--- config.mk ---
export PLATFORM = sky130hd
export DESIGN_NAME = lru_page_replacement
export DESIGN_NICKNAME = d
export VERILOG_FILES = /design/src/rtl/lpr_pkg.sv /design/src/rtl/lru_page_replacement.sv /design/src/rtl/lpr_ctrl.sv /design/src/rtl/lpr_datapath.sv
export SDC_FILE = /design/constraint.sdc
export NUM_CORES = 2
export LEC_CHECK = 0
export ABC_AREA = 1
export BUFFER_PORTS_ARGS = -buffer_cell sky130_fd_sc_hd__buf_2
export CAP_MARGIN = 20
export CORE_MARGIN = 1.5
export CORE_UTILIZATION = 35
export CTS_CLUSTER_DIAMETER = 80
export DETAILED_ROUTE_END_ITERATION = 8
export GPL_ROUTABILITY_DRIVEN = 0
export PLACE_DENSITY = 0.49
export SETUP_SLACK_MARGIN = 0.02
export SLEW_MARGIN = 20
export SYNTH_ARGS = -nofsm -noshare
export SYNTH_HDL_FRONTEND = slang
export SYNTH_SLANG_ARGS = --single-unit
--- constraint.sdc ---
create_clock -name clk -period 3.4 [get_ports clk]
set_input_delay 0 -clock clk [delete_from_list [all_inputs] [get_ports clk]]
set_output_delay 0 -clock clk [all_outputs]
set_load 0.02 [all_outputs]
--- src/rtl/lpr_pkg.sv ---
// Shared widths, constants and controller/datapath handshake types for the LRU page block.
package lpr_pkg;

    localparam int PAGE_W = 16;   // page_number / evicted_page field width
    localparam int IDX_W  = 5;    // frame_index field width
    localparam int CNT_W  = 16;   // miss counter width
    localparam int AGE_W  = 16;   // per-frame age width
    localparam int CFG_W  = 6;    // frames_in_use register width

    localparam logic [CFG_W-1:0] CFG_RESET = 6'd4;

    localparam int OUT_TUSER_W = 2;
    localparam int OUT_BITS    = IDX_W + PAGE_W + CNT_W;
    localparam int OUT_TDATA_W = ((OUT_BITS + 7) / 8) * 8;
    localparam int OUT_PAD     = OUT_TDATA_W - OUT_BITS;

    // tuser bit positions on the result side
    localparam int TUSER_HIT = 0;
    localparam int TUSER_EVV = 1;

    // controller -> datapath
    typedef struct packed {
        logic load_page;    // capture the incoming reference
        logic load_lookup;  // register hit / free-frame result
        logic load_victim;  // register oldest frame from the age tree
        logic commit;       // update frames, ages, counter and result register
    } lpr_cmd_t;

    // datapath -> controller
    typedef struct packed {
        logic need_search;  // miss with every active frame full
        logic out_free;     // result register can take a beat this cycle
    } lpr_sts_t;

endpackage

--- src/rtl/lru_page_replacement.sv ---
// Top level of the LRU page replacement block: controller, datapath and checks.
//
// Usage
//   s_axis: one page reference per beat, tdata[15:0] = page_number
//           (only the low PAGE_BITS bits take part in the compare).
//   m_axis: one result beat per reference, in order.
//   cfg:    frames_in_use write (cfg_data[5:0]); always ready. Write it
//           only while no reference is in flight. 0 acts as 1, values
//           above MAX_FRAMES act as MAX_FRAMES.
// Sequence
//   A hit, or a miss that finds an empty frame: the reference is taken,
//   compared against all frames at once, and committed once the result
//   register is free; no new reference is taken until that commit.
//   A miss with all active frames full waits on the registered oldest-frame
//   tree, log2(MAX_FRAMES) levels deep, before its commit.
//   Result beats appear the cycle after commit.
// Reset: all frames invalid, ages and miss count zero, frames_in_use = 4.
// Backpressure: the result register holds one beat; the next reference is
//   still taken and looked up, and its commit waits until m_axis_tready frees the slot.
module lru_page_replacement #(
    parameter int MAX_FRAMES = 32,
    parameter int PAGE_BITS  = 16
) (
    input  logic                            clk,
    input  logic                            rst_n,
    // config write
    input  logic                            cfg_valid,
    output logic                            cfg_ready,
    input  logic [lpr_pkg::CFG_W-1:0]       cfg_data,     // frames_in_use
    // reference stream
    input  logic                            s_axis_tvalid,
    output logic                            s_axis_tready,
    input  logic [lpr_pkg::PAGE_W-1:0]      s_axis_tdata, // [15:0] page_number
    // result stream
    output logic                            m_axis_tvalid,
    input  logic                            m_axis_tready,
    // [4:0] frame_index, [20:5] evicted_page, [36:21] miss_total, [39:37] zero
    output logic [lpr_pkg::OUT_TDATA_W-1:0] m_axis_tdata,
    // [0] hit, [1] evicted_valid
    output logic [lpr_pkg::OUT_TUSER_W-1:0] m_axis_tuser
);

    localparam int LEVELS = $clog2(MAX_FRAMES);

    lpr_pkg::lpr_cmd_t cmd;
    lpr_pkg::lpr_sts_t sts;

    assign cfg_ready = 1'b1;

    lpr_ctrl #(
        .LEVELS (LEVELS)
    ) u_ctrl (
        .clk      (clk),
        .rst_n    (rst_n),
        .in_valid (s_axis_tvalid),
        .in_ready (s_axis_tready),
        .sts      (sts),
        .cmd      (cmd)
    );

    lpr_datapath #(
        .MAX_FRAMES (MAX_FRAMES),
        .PAGE_BITS  (PAGE_BITS)
    ) u_dp (
        .clk       (clk),
        .rst_n     (rst_n),
        .cfg_wr    (cfg_valid),
        .cfg_data  (cfg_data),
        .in_page   (s_axis_tdata),
        .cmd       (cmd),
        .sts       (sts),
        .out_ready (m_axis_tready),
        .out_valid (m_axis_tvalid),
        .out_tdata (m_axis_tdata),
        .out_tuser (m_axis_tuser)
    );

    // commit never overwrites a beat the receiver has not taken
    a_commit_slot_free: assert property (@(posedge clk) disable iff (!rst_n)
        cmd.commit |-> (!m_axis_tvalid || m_axis_tready))
        else $error("commit while result register full");

    // a taken reference blocks the input until its commit
    a_one_in_flight: assert property (@(posedge clk) disable iff (!rst_n)
        cmd.load_page |=> !s_axis_tready)
        else $error("second reference accepted while one is in flight");

    // an eviction only happens on a miss
    a_evict_on_miss: assert property (@(posedge clk) disable iff (!rst_n)
        m_axis_tvalid |-> !(m_axis_tuser[lpr_pkg::TUSER_HIT]
                            && m_axis_tuser[lpr_pkg::TUSER_EVV]))
        else $error("hit reported with an eviction");

    // a commit is always followed by a result beat
    a_commit_shows: assert property (@(posedge clk) disable iff (!rst_n)
        cmd.commit |=> m_axis_tvalid)
        else $error("commit produced no result beat");

endmodule

--- src/rtl/lpr_ctrl.sv ---
// Sequencing state machine for one page reference at a time.
module lpr_ctrl #(
    parameter int LEVELS = 5
) (
    input  logic              clk,
    input  logic              rst_n,
    input  logic              in_valid,
    output logic              in_ready,
    input  lpr_pkg::lpr_sts_t sts,
    output lpr_pkg::lpr_cmd_t cmd
);

    localparam logic [1:0] S_IDLE   = 2'd0;
    localparam logic [1:0] S_LOOKUP = 2'd1;
    localparam logic [1:0] S_SEARCH = 2'd2;
    localparam logic [1:0] S_COMMIT = 2'd3;

    localparam int CW = $clog2(LEVELS + 1);

    logic [1:0]    state_reg, state_next;
    logic [CW-1:0] cnt_reg, cnt_next;

    always_comb
    begin
        state_next = state_reg;
        cnt_next   = cnt_reg;
        in_ready   = 1'b0;
        cmd        = '0;
        case (state_reg)
            S_IDLE:
            begin
                in_ready = 1'b1;
                if (in_valid)
                begin
                    cmd.load_page = 1'b1;
                    state_next    = S_LOOKUP;
                end
            end
            S_LOOKUP:
            begin
                cmd.load_lookup = 1'b1;
                cnt_next        = '0;
                state_next      = sts.need_search ? S_SEARCH : S_COMMIT;
            end
            S_SEARCH:
            begin
                // wait for the registered age tree to settle
                if (cnt_reg == CW'(LEVELS - 1))
                begin
                    cmd.load_victim = 1'b1;
                    state_next      = S_COMMIT;
                end
                else
                begin
                    cnt_next = cnt_reg + 1'b1;
                end
            end
            S_COMMIT:
            begin
                if (sts.out_free)
                begin
                    cmd.commit = 1'b1;
                    state_next = S_IDLE;
                end
            end
            default:
            begin
                state_next = S_IDLE;
            end
        endcase
    end

    always_ff @(posedge clk or negedge rst_n)
    begin
        if (!rst_n)
        begin
            state_reg <= S_IDLE;
            cnt_reg   <= '0;
        end
        else
        begin
            state_reg <= state_next;
            cnt_reg   <= cnt_next;
        end
    end

endmodule

--- src/rtl/lpr_datapath.sv ---
// Frame table, parallel tag compare, registered oldest-frame tree and result register.
module lpr_datapath #(
    parameter int MAX_FRAMES = 32,
    parameter int PAGE_BITS  = 16
) (
    input  logic                            clk,
    input  logic                            rst_n,
    input  logic                            cfg_wr,
    input  logic [lpr_pkg::CFG_W-1:0]       cfg_data,
    input  logic [lpr_pkg::PAGE_W-1:0]      in_page,
    input  lpr_pkg::lpr_cmd_t               cmd,
    output lpr_pkg::lpr_sts_t               sts,
    input  logic                            out_ready,
    output logic                            out_valid,
    output logic [lpr_pkg::OUT_TDATA_W-1:0] out_tdata,
    output logic [lpr_pkg::OUT_TUSER_W-1:0] out_tuser
);

    localparam int FW = $clog2(MAX_FRAMES);
    localparam int P  = 1 << FW;
    localparam int CW = lpr_pkg::CFG_W;
    localparam int AW = lpr_pkg::AGE_W;

    // configuration and frame state
    logic [CW-1:0]        cfg_reg;
    logic [PAGE_BITS-1:0] frame_page_reg [MAX_FRAMES];
    logic [MAX_FRAMES-1:0] valid_reg;
    logic [AW-1:0]        age_reg [MAX_FRAMES];
    logic [lpr_pkg::CNT_W-1:0] miss_reg;

    // per-item working registers
    logic [PAGE_BITS-1:0] page_reg;
    logic                 hit_reg;
    logic                 evict_reg;
    logic [FW-1:0]        sel_reg;

    // result register
    logic                        out_valid_reg;
    logic                        out_hit_reg;
    logic                        out_evv_reg;
    logic [lpr_pkg::IDX_W-1:0]   out_idx_reg;
    logic [lpr_pkg::PAGE_W-1:0]  out_evp_reg;
    logic [lpr_pkg::CNT_W-1:0]   out_miss_reg;

    // lookup
    logic [MAX_FRAMES-1:0] active;
    logic [MAX_FRAMES-1:0] match;
    logic [MAX_FRAMES-1:0] free;
    logic [FW-1:0]         match_idx;
    logic [FW-1:0]         free_idx;
    logic                  any_match;
    logic                  any_free;

    logic [PAGE_BITS+lpr_pkg::PAGE_W-1:0] page_ext;
    logic [lpr_pkg::PAGE_W+PAGE_BITS-1:0] evp_ext;
    logic [lpr_pkg::IDX_W+FW-1:0]         idx_ext;
    logic [lpr_pkg::CNT_W-1:0]            miss_next;

    // age tree: leaves then registered nodes (heap order, root at 1)
    logic          leaf_v [P];
    logic [AW-1:0] leaf_a [P];
    logic [FW-1:0] leaf_i [P];
    logic          tv_reg [1:P-1];
    logic [AW-1:0] ta_reg [1:P-1];
    logic [FW-1:0] ti_reg [1:P-1];
    logic          lv [1:P-1];
    logic          rv [1:P-1];
    logic [AW-1:0] la [1:P-1];
    logic [AW-1:0] ra [1:P-1];
    logic [FW-1:0] li [1:P-1];
    logic [FW-1:0] ri [1:P-1];
    logic          pick_l [1:P-1];

    assign page_ext = {{PAGE_BITS{1'b0}}, in_page};

    always_comb
    begin
        match_idx = '0;
        free_idx  = '0;
        for (int j = 0; j < MAX_FRAMES; j++)
        begin
            active[j] = (j == 0) || ((CW + 1)'(j) < {1'b0, cfg_reg});
            match[j]  = active[j] && valid_reg[j] && (frame_page_reg[j] == page_reg);
            free[j]   = active[j] && !valid_reg[j];
        end
        // lowest index wins
        for (int j = MAX_FRAMES - 1; j >= 0; j--)
        begin
            if (match[j])
            begin
                match_idx = FW'(j);
            end
            if (free[j])
            begin
                free_idx = FW'(j);
            end
        end
    end

    assign any_match = |match;
    assign any_free  = |free;

    assign sts.need_search = !any_match && !any_free;
    assign sts.out_free    = !out_valid_reg || out_ready;

    genvar k;
    generate
        for (k = 0; k < P; k++)
        begin : g_leaf
            if (k < MAX_FRAMES)
            begin : g_real
                assign leaf_v[k] = active[k];
                assign leaf_a[k] = age_reg[k];
                assign leaf_i[k] = FW'(k);
            end
            else
            begin : g_pad
                assign leaf_v[k] = 1'b0;
                assign leaf_a[k] = '0;
                assign leaf_i[k] = '0;
            end
        end
        for (k = 1; k < P; k++)
        begin : g_node
            if (2 * k >= P)
            begin : g_from_leaf
                assign lv[k] = leaf_v[2*k-P];
                assign la[k] = leaf_a[2*k-P];
                assign li[k] = leaf_i[2*k-P];
                assign rv[k] = leaf_v[2*k+1-P];
                assign ra[k] = leaf_a[2*k+1-P];
                assign ri[k] = leaf_i[2*k+1-P];
            end
            else
            begin : g_from_node
                assign lv[k] = tv_reg[2*k];
                assign la[k] = ta_reg[2*k];
                assign li[k] = ti_reg[2*k];
                assign rv[k] = tv_reg[2*k+1];
                assign ra[k] = ta_reg[2*k+1];
                assign ri[k] = ti_reg[2*k+1];
            end
            // greater age wins, left (lower index) on a tie
            assign pick_l[k] = lv[k] && (!rv[k] || (la[k] >= ra[k]));
        end
    endgenerate

    always_ff @(posedge clk)
    begin
        for (int i = 1; i < P; i++)
        begin
            tv_reg[i] <= lv[i] || rv[i];
            ta_reg[i] <= pick_l[i] ? la[i] : ra[i];
            ti_reg[i] <= pick_l[i] ? li[i] : ri[i];
        end
    end

    // per-item registers and page storage (no reset)
    always_ff @(posedge clk)
    begin
        if (cmd.load_page)
        begin
            page_reg <= page_ext[PAGE_BITS-1:0];
        end
        if (cmd.load_lookup)
        begin
            hit_reg   <= any_match;
            evict_reg <= !any_match && !any_free;
            sel_reg   <= any_match ? match_idx : free_idx;
        end
        else if (cmd.load_victim)
        begin
            sel_reg <= ti_reg[1];
        end
        if (cmd.commit && !hit_reg)
        begin
            frame_page_reg[sel_reg] <= page_reg;
        end
        if (cmd.commit)
        begin
            out_hit_reg  <= hit_reg;
            out_evv_reg  <= evict_reg;
            out_idx_reg  <= idx_ext[lpr_pkg::IDX_W-1:0];
            out_evp_reg  <= evict_reg ? evp_ext[lpr_pkg::PAGE_W-1:0] : '0;
            out_miss_reg <= miss_next;
        end
    end

    assign evp_ext   = {{lpr_pkg::PAGE_W{1'b0}}, frame_page_reg[sel_reg]};
    assign idx_ext   = {{lpr_pkg::IDX_W{1'b0}}, sel_reg};
    assign miss_next = (hit_reg || (miss_reg == '1)) ? miss_reg : miss_reg + 1'b1;

    // control-relevant state
    always_ff @(posedge clk or negedge rst_n)
    begin
        if (!rst_n)
        begin
            cfg_reg       <= lpr_pkg::CFG_RESET;
            valid_reg     <= '0;
            miss_reg      <= '0;
            out_valid_reg <= 1'b0;
            for (int j = 0; j < MAX_FRAMES; j++)
            begin
                age_reg[j] <= '0;
            end
        end
        else
        begin
            if (cfg_wr)
            begin
                cfg_reg <= cfg_data;
            end
            if (cmd.commit)
            begin
                valid_reg[sel_reg] <= 1'b1;
                miss_reg           <= miss_next;
                for (int j = 0; j < MAX_FRAMES; j++)
                begin
                    if (active[j])
                    begin
                        if (FW'(j) == sel_reg)
                        begin
                            age_reg[j] <= '0;
                        end
                        else if (age_reg[j] != '1)
                        begin
                            age_reg[j] <= age_reg[j] + 1'b1;
                        end
                    end
                end
            end
            if (cmd.commit)
            begin
                out_valid_reg <= 1'b1;
            end
            else if (out_ready)
            begin
                out_valid_reg <= 1'b0;
            end
        end
    end

    assign out_valid = out_valid_reg;
    assign out_tdata = {{lpr_pkg::OUT_PAD{1'b0}}, out_miss_reg, out_evp_reg, out_idx_reg};
    assign out_tuser = {out_evv_reg, out_hit_reg};

endmodule

Word level (Yosys, flattened, before mapping)
Memory sizes are Yosys's and may differ from the RTL's. A register that Yosys moved wholly into a read port is not among the register bits.
Cells that the tools add are included.

word-level totals
  register bits after elaboration = 618
  bits in writable memories = 1194
  input bits = 27
  logic and storage cells = 799
  memories kept = 4

memory list
  memory               depth  width  rd ports  clocked after Yosys merged registers in  write ports  line                RTL
  u_dp.frame_page_reg  32     16     33        1                                        1            lpr_datapath.sv:26  logic [PAGE_BITS-1:0] frame_page_reg [MAX_FRAMES];
  u_dp.ta_reg          31     16     30        0                                        31           lpr_datapath.sv:64  logic [AW-1:0] ta_reg [1:P-1];
  u_dp.ti_reg          31     5      31        0                                        31           lpr_datapath.sv:65  logic [FW-1:0] ti_reg [1:P-1];
  u_dp.tv_reg          31     1      30        0                                        31           lpr_datapath.sv:63  logic tv_reg [1:P-1];

operators by class
  add/sub/neg operators = 34
  $lt $le $gt $ge = 64
  equal/unequal tests = 104
  muxes and demuxes = 215
  bitwise operators = 1
  reductions and logical operators = 331

operators with widths
  cell                   number
  $mux 16                96
  $add 16x1->16 const B  33
  $eq 16x16->1           32
  $ne 16x16->1 const B   32
  $ge 16x16->1           31
  $mux 5                 82
  $logic_and 1x1->1      127
  $lt 5x6->1 const A     16
  $reduce_and 3->1       32
  $eq 5x5->1 const A     16
  $reduce_bool 2->1      35
  $logic_not 1->1        68
  $reduce_or 32->1       2
  $logic_or 1x1->1       63
  $lt 4x6->1 const A     8
  $eq 4x5->1 const A     8
  $or 32x32->32          1
  $mux 1                 30
  $lt 3x6->1 const A     4
  $eq 3x5->1 const A     4
  $eq 16x16->1 const B   1
  $lt 2x6->1 const A     2
  $eq 2x5->1 const A     2
  $pmux 2 s4             1
  17 further kinds       23

Longest topological paths before layout
  depth in word-level cells = 37
  depth in mapped cells = 41
  gate-level depth less buffers = 40

Cells and area by module
A second synthesis with hierarchy kept.

second synthesis, totals
  cells, all modules = 9626
  area total of the unflattened synthesis = 85462.0 µm²

modules (own cells, without submodules)
  module                times used  cells an instance  area an instance (µm²)
  lpr_datapath          1           9574               85066.6
  lpr_ctrl              1           50                 384.1
  lru_page_replacement  1           2                  11.3

Worst setup path after synthesis
OpenSTA, ideal clock, no wires.

  path kind = reg2reg
  from = register u_dp.out_valid_reg (netlist: u_dp.out_valid)
  to = register u_dp.out_evp_reg[0] in the netlist's numbering, read port of u_dp.frame_page_reg (enable)
  library setup time = 0.417 ns
  data arrival time = 3.237 ns
  data required time = 2.983 ns
  slack = -0.254 ns
  stages on the path, launching flop included = 9
  path buffers = 5
  cell sequence = dfrtp_1 nand2_1 nand2_1 clkinv_1 buf_1 buf_1 clkbuf_1 clkbuf_1 buf_1

RTL lines
  element                   line                 RTL
  start: declaration        lpr_datapath.sv:38   logic out_valid_reg;
  start signal: assignment  lpr_datapath.sv:201  out_valid_reg <= 1'b0;
  start signal: assignment  lpr_datapath.sv:234  out_valid_reg <= 1'b1;
  start signal: assignment  lpr_datapath.sv:238  out_valid_reg <= 1'b0;
  end: declaration          lpr_datapath.sv:42   logic [lpr_pkg::PAGE_W-1:0] out_evp_reg;

Worst setup path after layout
  from = register u_dp.page_reg[13]
  to = register u_dp.sel_reg[0], data pin

between the ends
  word-level cells in the longest chain between the ends = 36
  elaborated cells on any way between the ends = 99
  classes of those cells = eq/ne (32); mux (34); reduce/logical (33)

RTL lines
  element                   line                 RTL
  start: declaration        lpr_datapath.sv:32   logic [PAGE_BITS-1:0] page_reg;
  start signal: assignment  lpr_datapath.sv:163  page_reg <= page_ext[PAGE_BITS-1:0];
  $eq 16x16->1              lpr_datapath.sv:83   match[j] = active[j] && valid_reg[j] && (frame_page_reg[j] == page_reg);
  $logic_and 1x1->1         lpr_datapath.sv:83
  $mux 5 (32 in a row)      lpr_datapath.sv:89   if (match[j])
  $mux 5 *                  lpr_datapath.sv:169  sel_reg <= any_match ? match_idx : free_idx;
  $mux 5 *                  lpr_datapath.sv:165  if (cmd.load_lookup)
  end signal: assignment    lpr_datapath.sv:169
  end signal: assignment    lpr_datapath.sv:173  sel_reg <= ti_reg[1];
  end: declaration          lpr_datapath.sv:35   logic [FW-1:0] sel_reg;

Every way passes the cells marked *; elsewhere a longest branch is shown, timed or not.
A chain may end at the register's enable or synchronous reset.

==> flow_summary.json <==
{
  "status": "finished with violations",
  "violations": "setup timing",
  "vias": 74505,
  "crit_type": "reg2reg",
  "drive_above_1_share_pct": 13.40,
  "syn_inst": 9607,
  "worst_path_most_repeated_cell": "nand2_1",
  "syn2layout_area_growth_pct": 21.66,
  "root_buffer": "clkbuf_16",
  "yosysSeqAreaShare_pct": 50.18,
  "cts_tree": "done",
  "wire_per_inst_um": 22.86,
  "htree_levels": 4,
  "post-route-util_pct": 42.77,
  "grt_first_pass_wirelength_mm": 462.5,
  "reg2reg_setup_slack_ps": -240,
  "yosysWarningCount": 0,
  "critPathSlowestCell": "edfxtp_1",
  "io_buffers": 67,
  "finalClockSkew_ps": 54.84,
  "grtUsageTotal_pct": 24.89,
  "layout_common_cells": "inv_1 (1,384), nand2_1 (1,344), o21ai_0 (747)",
  "start_kind": "register",
  "wl_mm": 314.2,
  "dieArea_um2": 246800,
  "tightest_slew_ps": 1037,
  "synth_area_um2": 85330,
  "slowest_delay_ps": 460,
  "die_y_um": 496.8,
  "final_common_cell": "inv_1",
  "stdcell_area_um2": 103800,
  "rsz0062_at_grt": "true",
  "synth_cell_types": 71,
  "drc_errors": 0,
  "place_area_um2": 94660,
  "holdWs_ps": 48.74,
  "crit_arrival_ps": 4370,
  "dp_cells": 13252,
  "initial_core_util_pct": 35.15,
  "irDropWorstVdd_mv": 0.5880,
  "synth-seq-cells": 1709,
  "rr_worst_depth": 39,
  "setup_violations": 5,
  "hold_viol_final": 0,
  "vias_per_cell": 5.421,
  "finalCritPeriodShare_pct": 107.0,
  "core_um2": 242800,
  "drt_pass1_iterations": 6,
  "fin_crit_ps": 3637,
  "power.density_nw_per_um2": 895.8,
  "worstSetupEndpointType": "register",
  "dp_hpwl_mm": 234.8,
  "clkSlewWorstSetupHoldPaths_ps": 70,
  "clk_latency_ps": 880,
  "antenna_found_initial": 12,
  "clockBufferDepth": 3,
  "avgSynthCellArea_um2": 8.883,
  "grt_pass1_vias": 72903,
  "finalNonFillerCells": 13744,
  "max-slew-margin-rel_pct": 29.09,
  "hold_depth": 4,
  "synth_edf_count": 574,
  "critPathMaxFanout": 12,
  "initialDrtViolationCount": 7570,
  "synth_async_sr_flop_share_pct": 33.47,
  "drtAntennaViolNets": 0,
  "finalMaxSlewViolations": 0,
  "synth_flop_cell": "edfxtp_1",
  "crit_required_ps": 4140,
  "die-width_um": 496.8,
  "grt_max_degree": 86,
  "overflow": 0,
  "critPathCapture": "u_dp.sel_reg[0]",
  "rr_startpoint": "u_dp.page_reg[13]",
  "p_leak_nw": 45.07,
  "fin_nets": 10929,
  "hold_class": "in2reg",
  "clkSinkCount": 1709,
  "maxCapViolCount": 0,
  "fmax_mhz": 275.0,
  "fin_setup_tns_ps": -537.9,
  "rows": 181,
  "timing.rr.end": "u_dp.sel_reg[0]",
  "worst_slack_ps": -236.7,
  "ios": 72,
  "cts_buffers": 194,
  "crit_path_start": "u_dp.page_reg[13]"
}
==> timing repair <==
item	in CTS	in global routing
endpoints found under the setup margin	55	139
hold buffers	53	0
gates resized for setup	78	224
gates cloned	0	4
pin swaps	22	75
hold endpoints to repair	597	0
buffers inserted	26	42
==> critical path, delay by kind of cell, from the launching register on <==
family          cells  cell delay (ps)
flops               1              460
compound gates      2              200
buf+inv             2              320
simple gates       35             2530
==> metal layers <==
layer / routed length (um) / vias to the layer above / global-route usage (%)
met5: 26 / - / 0.07722
met4: 16550 / 4 / 11.94
met3: 24270 / 757 / 4.410
met2: 137000 / 3288 / 38.34
met1: 136300 / 35686 / 33.74
li1: - / 34770 / -
==> where the power goes <==
| group | total (mW) | internal (mW) | switching [mW] | leakage (nW) |
|---|---|---|---|---|
| sequential | 32.7 | 27.8 | 4.84 | 16.7 |
| clock | 22.5 | 13.4 | 9.13 | 3.35 |
| combinational | 37.8 | 14.0 | 23.9 | 25.1 |
| total | 93.0 | 55.1 | 37.9 | 45.1 |
==> cell families after synthesis <==
group / count (synthesis) / synth area share, %
other: 2 / 0.008801
DFF: 1709 / 50.18
xor gates and xnor gates: 145 / 1.488
and+or+nand+nor: 3045 / 15.41
buffers and inverters: 1747 / 7.816
AOI/OAI and AO/OA: 2408 / 17.03
muxes: 16 / 0.2111
adders and majority gates: 535 / 7.844
==> final cells by class <==
type / instances / area [um^2]
Antenna cell: 4 / 10.01
Clock buffer: 285 / 5744
Clock inverter: 82 / 1155
Fill cell: 23765 / 139000
Inverter: 1430 / 5403
Multi-Input combinational cell: 6153 / 36790
Sequential cell: 1709 / 42830
Tap cell: 3202 / 4006
Timing Repair Buffer: 879 / 7884
==> synthesized netlist by cell type, drive strengths merged, types with 117 or more instances <==
library cell	count	share of area, %
inv	1416	6.2
xor2	117	1.2
a22oi	140	1.2
o22ai	211	1.5
nor3	273	1.6
nor2	721	3.2
edfxtp	574	20
nand2	1387	6.1
ha	535	7.8
dfxtp	563	13
dfrtp	571	17
nand3	341	2.0
a21oi	676	4.0
o21a	117	1.0
clkbuf	212	0.93
o21ai	765	4.5
==> per-stage QoR <==
step / setup WS, ps / power [mW]
final: -236.7 / 93.00
after global routing: -465.4 / 99.20
after CTS: -219.7 / 92.09
after detailed placement: -932.1 / 68.99
after global placement: -932.5 / 68.43
after floorplan: 125.7 / 52.92
==> worst min path at each step <==
stage                            from                end
after floorplan                 rst_n  u_ctrl.cnt_reg[0]
final                     cfg_data[5]    u_dp.cfg_reg[5]
after global placement          rst_n    u_dp.age_reg[4]
after global routing      cfg_data[5]    u_dp.cfg_reg[5]
after CTS                 cfg_data[5]    u_dp.cfg_reg[5]
after detailed placement        rst_n  u_dp.age_reg[192]
Note: power is estimated with default switching activity, not from simulation.
